$ cat config.mk
export PLATFORM = sky130hd
export DESIGN_NAME = isodr_capture
export DESIGN_NICKNAME = d
export VERILOG_FILES = /design/src/rtl/core/isodr_pkg.sv /design/src/rtl/core/isodr_capture.sv
export SDC_FILE = /design/constraint.sdc
export NUM_CORES = 1
export LEC_CHECK = 0
export ABC_AREA = 1
export BUFFER_PORTS_ARGS = -buffer_cell sky130_fd_sc_hd__clkbuf_2
export CORE_MARGIN = 10
export CORE_UTILIZATION = 45
export DETAILED_ROUTE_END_ITERATION = 10
export GPL_ROUTABILITY_DRIVEN = 0
export GPL_TIMING_DRIVEN = 0
export PLACE_DENSITY = 0.67
export SLEW_MARGIN = 30
export SYNTH_ARGS = -nofsm -noshare
export SYNTH_HDL_FRONTEND = slang
export SYNTH_SLANG_ARGS = --single-unit
$ cat constraint.sdc
create_clock -name clk -period 3.5 [get_ports clk]
set_input_delay 0.175 -clock clk [delete_from_list [all_inputs] [get_ports clk]]
set_output_delay 0.175 -clock clk [all_outputs]
set_load 0.1 [all_outputs]
$ cat src/rtl/core/isodr_pkg.sv
`default_nettype none
// ----------------------------------------------------------------------------
// isodr_pkg
// Types and constants shared by the directory record checker: record field
// offsets, verdict codes and the structs passed between the capture and
// verdict logic.
// ----------------------------------------------------------------------------
package isodr_pkg;

	// fixed layout of a directory record
	localparam logic [7:0] MIN_RECORD  = 8'd34;
	localparam logic [7:0] NAME_START  = 8'd33;

	localparam logic [7:0] POS_LENGTH     = 8'd0;
	localparam logic [7:0] POS_EXT_ATTR   = 8'd1;
	localparam logic [7:0] POS_EXT_LE0    = 8'd2;
	localparam logic [7:0] POS_EXT_LE1    = 8'd3;
	localparam logic [7:0] POS_EXT_LE2    = 8'd4;
	localparam logic [7:0] POS_EXT_LE3    = 8'd5;
	localparam logic [7:0] POS_EXT_BE0    = 8'd6;
	localparam logic [7:0] POS_EXT_BE1    = 8'd7;
	localparam logic [7:0] POS_EXT_BE2    = 8'd8;
	localparam logic [7:0] POS_EXT_BE3    = 8'd9;
	localparam logic [7:0] POS_SIZE_LE0   = 8'd10;
	localparam logic [7:0] POS_SIZE_LE1   = 8'd11;
	localparam logic [7:0] POS_SIZE_LE2   = 8'd12;
	localparam logic [7:0] POS_SIZE_LE3   = 8'd13;
	localparam logic [7:0] POS_SIZE_BE0   = 8'd14;
	localparam logic [7:0] POS_SIZE_BE1   = 8'd15;
	localparam logic [7:0] POS_SIZE_BE2   = 8'd16;
	localparam logic [7:0] POS_SIZE_BE3   = 8'd17;
	localparam logic [7:0] POS_FLAGS      = 8'd25;
	localparam logic [7:0] POS_UNIT_SIZE  = 8'd26;
	localparam logic [7:0] POS_GAP_SIZE   = 8'd27;
	localparam logic [7:0] POS_SEQ_LE0    = 8'd28;
	localparam logic [7:0] POS_SEQ_LE1    = 8'd29;
	localparam logic [7:0] POS_SEQ_BE0    = 8'd30;
	localparam logic [7:0] POS_SEQ_BE1    = 8'd31;
	localparam logic [7:0] POS_IDENT_LEN  = 8'd32;

	localparam int FLAG_DIRECTORY  = 1;
	localparam int FLAG_MULTI      = 7;

	localparam logic [15:0] SUFFIX_VERSION = 16'h3B31;  // ";1"
	localparam logic [7:0]  CHAR_LOW       = 8'h20;
	localparam logic [7:0]  CHAR_HIGH      = 8'h7E;
	localparam logic [7:0]  CHAR_SLASH     = 8'h2F;
	localparam logic [7:0]  CHAR_BACKSLASH = 8'h5C;
	localparam logic [7:0]  CHAR_COLON     = 8'h3A;
	localparam logic [7:0]  CHAR_DOT       = 8'h2E;
	localparam logic [7:0]  CHAR_SPACE     = 8'h20;
	localparam logic [7:0]  IDENT_DOT      = 8'h00;
	localparam logic [7:0]  IDENT_DOT_DOT  = 8'h01;

	// verdict codes
	localparam logic [1:0] STAT_OK          = 2'd0;
	localparam logic [1:0] STAT_INVALID     = 2'd1;
	localparam logic [1:0] STAT_UNSUPPORTED = 2'd2;
	localparam logic [1:0] STAT_UNSAFE      = 2'd3;

	localparam logic [5:0] OFS_NONE     = 6'd0;
	localparam logic [5:0] OFS_EXTENT   = 6'd2;
	localparam logic [5:0] OFS_SIZE     = 6'd10;
	localparam logic [5:0] OFS_SEQUENCE = 6'd28;
	localparam logic [5:0] OFS_NAME     = 6'd33;

	// configuration register indexes
	localparam logic REG_NAME_LIMIT = 1'b0;
	localparam logic [7:0] NAME_LIMIT_RESET = 8'd255;

	typedef struct packed {
		logic [8:0]  avail;
		logic [7:0]  length_byte;
		logic [7:0]  flag_byte;
		logic        reserved_nonzero;
		logic [31:0] extent_value;
		logic        extent_mismatch;
		logic [31:0] size_value;
		logic        size_mismatch;
		logic [15:0] sequence_value;
		logic        sequence_mismatch;
		logic [7:0]  ident_length;
		logic [23:0] recent_name_bytes;
		logic        bad_char_seen;
	} rec_t;

	typedef struct packed {
		logic [1:0]  status;
		logic [5:0]  error_offset;
		logic        dir_flag;
		logic        is_dot;
		logic        is_dotdot;
		logic [31:0] extent_lba;
		logic [31:0] byte_len;
		logic [7:0]  name_length;
	} result_t;

endpackage
`default_nettype wire

$ cat src/rtl/core/isodr_capture.sv
`default_nettype none
// ----------------------------------------------------------------------------
// isodr_capture
// Byte position counter and fixed-field capture for one directory record.
// Presents the record state as it stands after the current byte.
// ----------------------------------------------------------------------------
module isodr_capture
	import isodr_pkg::*;
(
	input  wire logic       clk,
	input  wire logic       arst_n,
	input  wire logic       take,
	input  wire logic       last,
	input  wire logic [7:0] record_byte,
	output rec_t            rec_next
);

	logic [7:0] byte_count_q;
	rec_t       rec_q;
	rec_t       nxt;
	logic [8:0] name_end;
	logic       in_name;
	logic       bad_char;

	assign name_end = {1'b0, NAME_START} + {1'b0, rec_q.ident_length};
	assign in_name  = (byte_count_q >= NAME_START) && ({1'b0, byte_count_q} < name_end);
	assign bad_char = (record_byte < CHAR_LOW) || (record_byte > CHAR_HIGH) ||
		(record_byte == CHAR_SLASH) || (record_byte == CHAR_BACKSLASH) ||
		(record_byte == CHAR_COLON);

	always_comb begin
		nxt       = rec_q;
		nxt.avail = {1'b0, byte_count_q} + 9'd1;
		case (byte_count_q)
			POS_LENGTH: nxt.length_byte = record_byte;
			POS_EXT_ATTR, POS_UNIT_SIZE, POS_GAP_SIZE: begin
				if (record_byte != 8'd0) nxt.reserved_nonzero = 1'b1;
			end
			POS_EXT_LE0: nxt.extent_value[7:0]   = rec_q.extent_value[7:0] | record_byte;
			POS_EXT_LE1: nxt.extent_value[15:8]  = rec_q.extent_value[15:8] | record_byte;
			POS_EXT_LE2: nxt.extent_value[23:16] = rec_q.extent_value[23:16] | record_byte;
			POS_EXT_LE3: nxt.extent_value[31:24] = rec_q.extent_value[31:24] | record_byte;
			POS_EXT_BE0: begin
				if (rec_q.extent_value[31:24] != record_byte) nxt.extent_mismatch = 1'b1;
			end
			POS_EXT_BE1: begin
				if (rec_q.extent_value[23:16] != record_byte) nxt.extent_mismatch = 1'b1;
			end
			POS_EXT_BE2: begin
				if (rec_q.extent_value[15:8] != record_byte) nxt.extent_mismatch = 1'b1;
			end
			POS_EXT_BE3: begin
				if (rec_q.extent_value[7:0] != record_byte) nxt.extent_mismatch = 1'b1;
			end
			POS_SIZE_LE0: nxt.size_value[7:0]   = rec_q.size_value[7:0] | record_byte;
			POS_SIZE_LE1: nxt.size_value[15:8]  = rec_q.size_value[15:8] | record_byte;
			POS_SIZE_LE2: nxt.size_value[23:16] = rec_q.size_value[23:16] | record_byte;
			POS_SIZE_LE3: nxt.size_value[31:24] = rec_q.size_value[31:24] | record_byte;
			POS_SIZE_BE0: begin
				if (rec_q.size_value[31:24] != record_byte) nxt.size_mismatch = 1'b1;
			end
			POS_SIZE_BE1: begin
				if (rec_q.size_value[23:16] != record_byte) nxt.size_mismatch = 1'b1;
			end
			POS_SIZE_BE2: begin
				if (rec_q.size_value[15:8] != record_byte) nxt.size_mismatch = 1'b1;
			end
			POS_SIZE_BE3: begin
				if (rec_q.size_value[7:0] != record_byte) nxt.size_mismatch = 1'b1;
			end
			POS_FLAGS:   nxt.flag_byte = record_byte;
			POS_SEQ_LE0: nxt.sequence_value[7:0]  = rec_q.sequence_value[7:0] | record_byte;
			POS_SEQ_LE1: nxt.sequence_value[15:8] = rec_q.sequence_value[15:8] | record_byte;
			POS_SEQ_BE0: begin
				if (rec_q.sequence_value[15:8] != record_byte) nxt.sequence_mismatch = 1'b1;
			end
			POS_SEQ_BE1: begin
				if (rec_q.sequence_value[7:0] != record_byte) nxt.sequence_mismatch = 1'b1;
			end
			POS_IDENT_LEN: nxt.ident_length = record_byte;
			default: begin
				// identifier bytes: keep the last three, flag bad characters
				if (in_name) begin
					nxt.recent_name_bytes = {rec_q.recent_name_bytes[15:0], record_byte};
					if (bad_char) nxt.bad_char_seen = 1'b1;
				end
			end
		endcase
	end

	assign rec_next = nxt;

	always_ff @(posedge clk or negedge arst_n) begin
		if (!arst_n) begin
			byte_count_q <= 8'd0;
			rec_q        <= '0;
		end else if (take) begin
			if (last) begin
				// verdict given on this byte: start a fresh record
				byte_count_q <= 8'd0;
				rec_q        <= '0;
			end else begin
				if (byte_count_q != 8'hFF) byte_count_q <= byte_count_q + 8'd1;
				rec_q <= nxt;
			end
		end
	end

endmodule
`default_nettype wire

==> out/metrics.cfg <==
[setup_path]
reg2regPathDepth=15
worst-path-buf-inv=3
cp.required_ns=3.32
crit_chain=inv_1 -> nor3_4 -> nand3_2 -> a21oi_2 -> xor2_1 -> ha_1 -> nand4_1 -> nor2_1 -> nor2_4 -> nand3_4 -> clkbuf_16 -> nand2_1 -> and2_1 -> buf_12
critPathTopFamily=simple AND/OR/NAND/NOR gates
setup.worst_path.start_class=flip-flop
slowest_delay_ns=0.39
crit_fanout=7
crit_arrival_ns=3.14
slowest_stage=dfrtp_1
cp_num_cells=14
end_kind=primary output
worst-setup-path-type=flip-flop to primary output

[power_and_ir_drop]
switching_share=0.3356
peakVddDrop_mv=0.3674
seqPwrFrac=0.362
pwr-share-clk=0.439
cell_internal_pwr_mw=3.076
p_leak_nw=6.028
pwr-share-comb=0.199
finalPower_mw=4.629
p_per_area_mw_per_mm2=430.8
p_switching_mw=1.554

[clocking]
h-tree-depth=4
clockBufferDepth=2
cts.clk_slew.worst_paths_ns=0.06
cts-root-buf=clkbuf_16
cts_num_sinks=141
cts_tree=done
clk_latency_ns=0.43
cts_buffers=17

[logic_synthesis]
synth_async_sr_flop_share=1.000
synth-main-ff-cell=dfrtp_1
synthMostInstantiatedCell=nand2_1
netlist_instances=1205
synth_nets=1229
synthXorXnorAreaFrac=0.01639
synth_top_area_cell=dfrtp_1
synth-simple-area-share=0.2539
yosys-top-cells-area=dfrtp_1 (41%), nand2_1 (13%), a21oi_1 (10%)
synth-edff-count=0
yosysTopAreaCellShare=0.4127
synth.area.mux_share=0
yosys-top-cells-count=nand2_1 (290), inv_1 (210), a21oi_1 (173), dfrtp_1 (141)
synthAdderAreaFrac=0.01756
netlist_area_mm2=0.008549
ys_types=41
synth.avg_cell_area_um2=7.095
synth-seq-area-share=0.4127
yosys_warnings=0
ys_ff_latch=141
synth-compound-area-share=0.1727
synth_top_family_by_area=simple AND/OR/NAND/NOR gates

[min_path]
worstHoldPathCells=4
hp-class=input port to flip-flop

[timing]
max_freq_mhz=301.6
hold_violations=0
drv_slew=0
rsz0062_at_grt=yes
worst_pin_slew_ns=0.8007
setup_tns_ns=0
slew-limit-headroom=0.4662
layout_min_cycle_time_ns=3.316
setup_viol=0
fin_skew_ns=0.007518
post-route-period-util=0.9474

[floorplanning]
coreArea_mm2=0.01871
die-area_mm2=0.02491
num_rows=50
start_util=0.4571
pin_count=154
die_w_um=157.8
die_y_um=157.8

[grt]
overflow=0
grt_pass1_vias=8508
grt_pass1_wl_mm=45.84
antenna_found_initial=0
track_usage=0.2339
grt_start_max_net_pins=74

[routing]
finalWirelength_mm=28.95
drc=0
wl_per_cell_um=17.81
viasPerCell=5.330
drt_iter0_drc=773
num_vias=8662
ant_nets=0
drtPass1Iterations=6

[layout]
fill_cells=1785
drive_gt1_frac=0.1776
diodes=0
fin_nets=1402
area_delta_synth_final_pct=25.68

[run]
max_cap_viol_count=0

[place]
place_hpwl_mm=20.54
port_buffers=146

[run_status]
outcome=finished clean

## logic make-up after synthesis
family | Yosys count
AND/OR/NAND/NOR | 479
AO/OA/AOI/OAI | 282
buffers and inverters | 275
flip-flops | 141
XOR/XNOR | 16
adder cells (fa/ha/maj) | 12
## stage by stage
| stage | cells | hold WS [ns] | utilization | setup slack, ns | cell area [um2] |
|---|---|---|---|---|---|
| global placement | 1585 | 0.5144 | 0.5118 | -0.3180 | 9573 |
| CTS | 1620 | 0.1619 | 0.5609 | 0.01355 | 10490 |
| floorplan | 1205 | -0.1206 | - | -0.7013 | 8549 |
| detailed placement | 1587 | 0.2290 | 0.5152 | 0.1632 | 9637 |
| global route | 1625 | 0.1867 | 0.5744 | -0.08464 | 10750 |
| finish | 1625 | 0.1700 | 0.5744 | 0.1840 | 10750 |
## cells in the final DEF (no fill, tap or decap), types with 3 or more instances in the layout
| cell | instances |
|---|---|
| buf_4 | 7 |
| buf_12 | 16 |
| nand2_2 | 4 |
| xor2_1 | 13 |
| o22ai_1 | 24 |
| nand2_1 | 288 |
| buf_8 | 4 |
| clkbuf_8 | 6 |
| o21ai_0 | 66 |
| clkbuf_4 | 7 |
| buf_6 | 5 |
| and2_4 | 8 |
| inv_6 | 3 |
| nand3_1 | 66 |
| inv_2 | 4 |
| nor2_4 | 8 |
| bufinv_16 | 4 |
| inv_1 | 210 |
| nor2_2 | 4 |
| nand4_1 | 32 |
| nor2_1 | 37 |
| and2_1 | 16 |
| ha_1 | 11 |
| buf_2 | 10 |
| dfrtp_1 | 141 |
| clkbuf_2 | 117 |
| clkbuf_16 | 18 |
| a21oi_1 | 172 |
| o21ai_1 | 7 |
| clkbuf_1 | 41 |
## registers in the layout, summed over array words and instances, names as in the netlist
| name | count |
|---|---|
| rec_q | 133 |
| byte_count_q | 8 |
## timing repair
action                     CTS  global route
gates resized for setup     43            72
pin swaps                    0             4
setup buffers                0             4
cloned                       0             1
setup endpoints to repair   25            28
hold buffers                 1             0
hold endpoints to repair    72             0
## worst reg2reg max path, stage by stage (launching register included)
cell and delay (ns):
dfrtp_1 0.41, ha_2 0.22, nand2_2 0.09, nor2_1 0.04
nand2_1 0.09, nand2_2 0.08, xor2_2 0.15, ha_1 0.29
nand4_1 0.14, nor3_1 0.20, o21ai_2 0.18, nand3_4 0.17
clkbuf_16 0.17, nand2_1 0.06, nand3_1 0.07, o21ai_0 0.10
## per-layer routing
layer  GRT usage  up-vias  routed length [um]
li1            -     4208                   -
met1      0.3124     4049               12560
met2      0.3645      362               13300
met3     0.05916       43                2462
met4     0.07124        0                 628
met5           0        -                   0
## cell type report
cell class	count	area (um2)	share of cell area
well taps	234	292.8	0.02725
clock inverters	11	178.9	0.01665
clock buffers	21	480.5	0.04471
plain buffers	60	292.8	0.02725
inverters	215	807.0	0.07510
flip-flops and latches	141	3528	0.3284
multi-input cells	789	4005	0.3727
repair buffers	154	1160	0.1079
## power groups by stage
stage               clock [mW]  sequential, mW  combinational (mW)
global route              2.12            1.68               0.987
CTS                       2.04            1.67               0.921
global placement             0            1.70               0.907
floorplan                    0            1.70               0.700
detailed placement           0            1.70               0.918
finish                    2.03            1.68               0.921
## worst paths after layout
| kind | from | to | slack, ns |
|---|---|---|---|
| max in group asynchronous | arst_n | rec_q[88]$_DFFE_PN0P_ | 2.51 |
| min reg2reg | rec_q[33]$_DFFE_PN0P_ | rec_q[33]$_DFFE_PN0P_ | 0.53 |
| max | rec_q[25]$_DFFE_PN0P_ | rec_next[21] | 0.18 |
| min in group asynchronous | arst_n | rec_q[131]$_DFFE_PN0P_ | 0.31 |
| min | last | byte_count_q[1]$_DFFE_PN0P_ | 0.17 |
| max reg2reg | rec_q[25]$_DFFE_PN0P_ | rec_q[21]$_DFFE_PN0P_ | 0.89 |
Power figures use the tool's default switching activity.
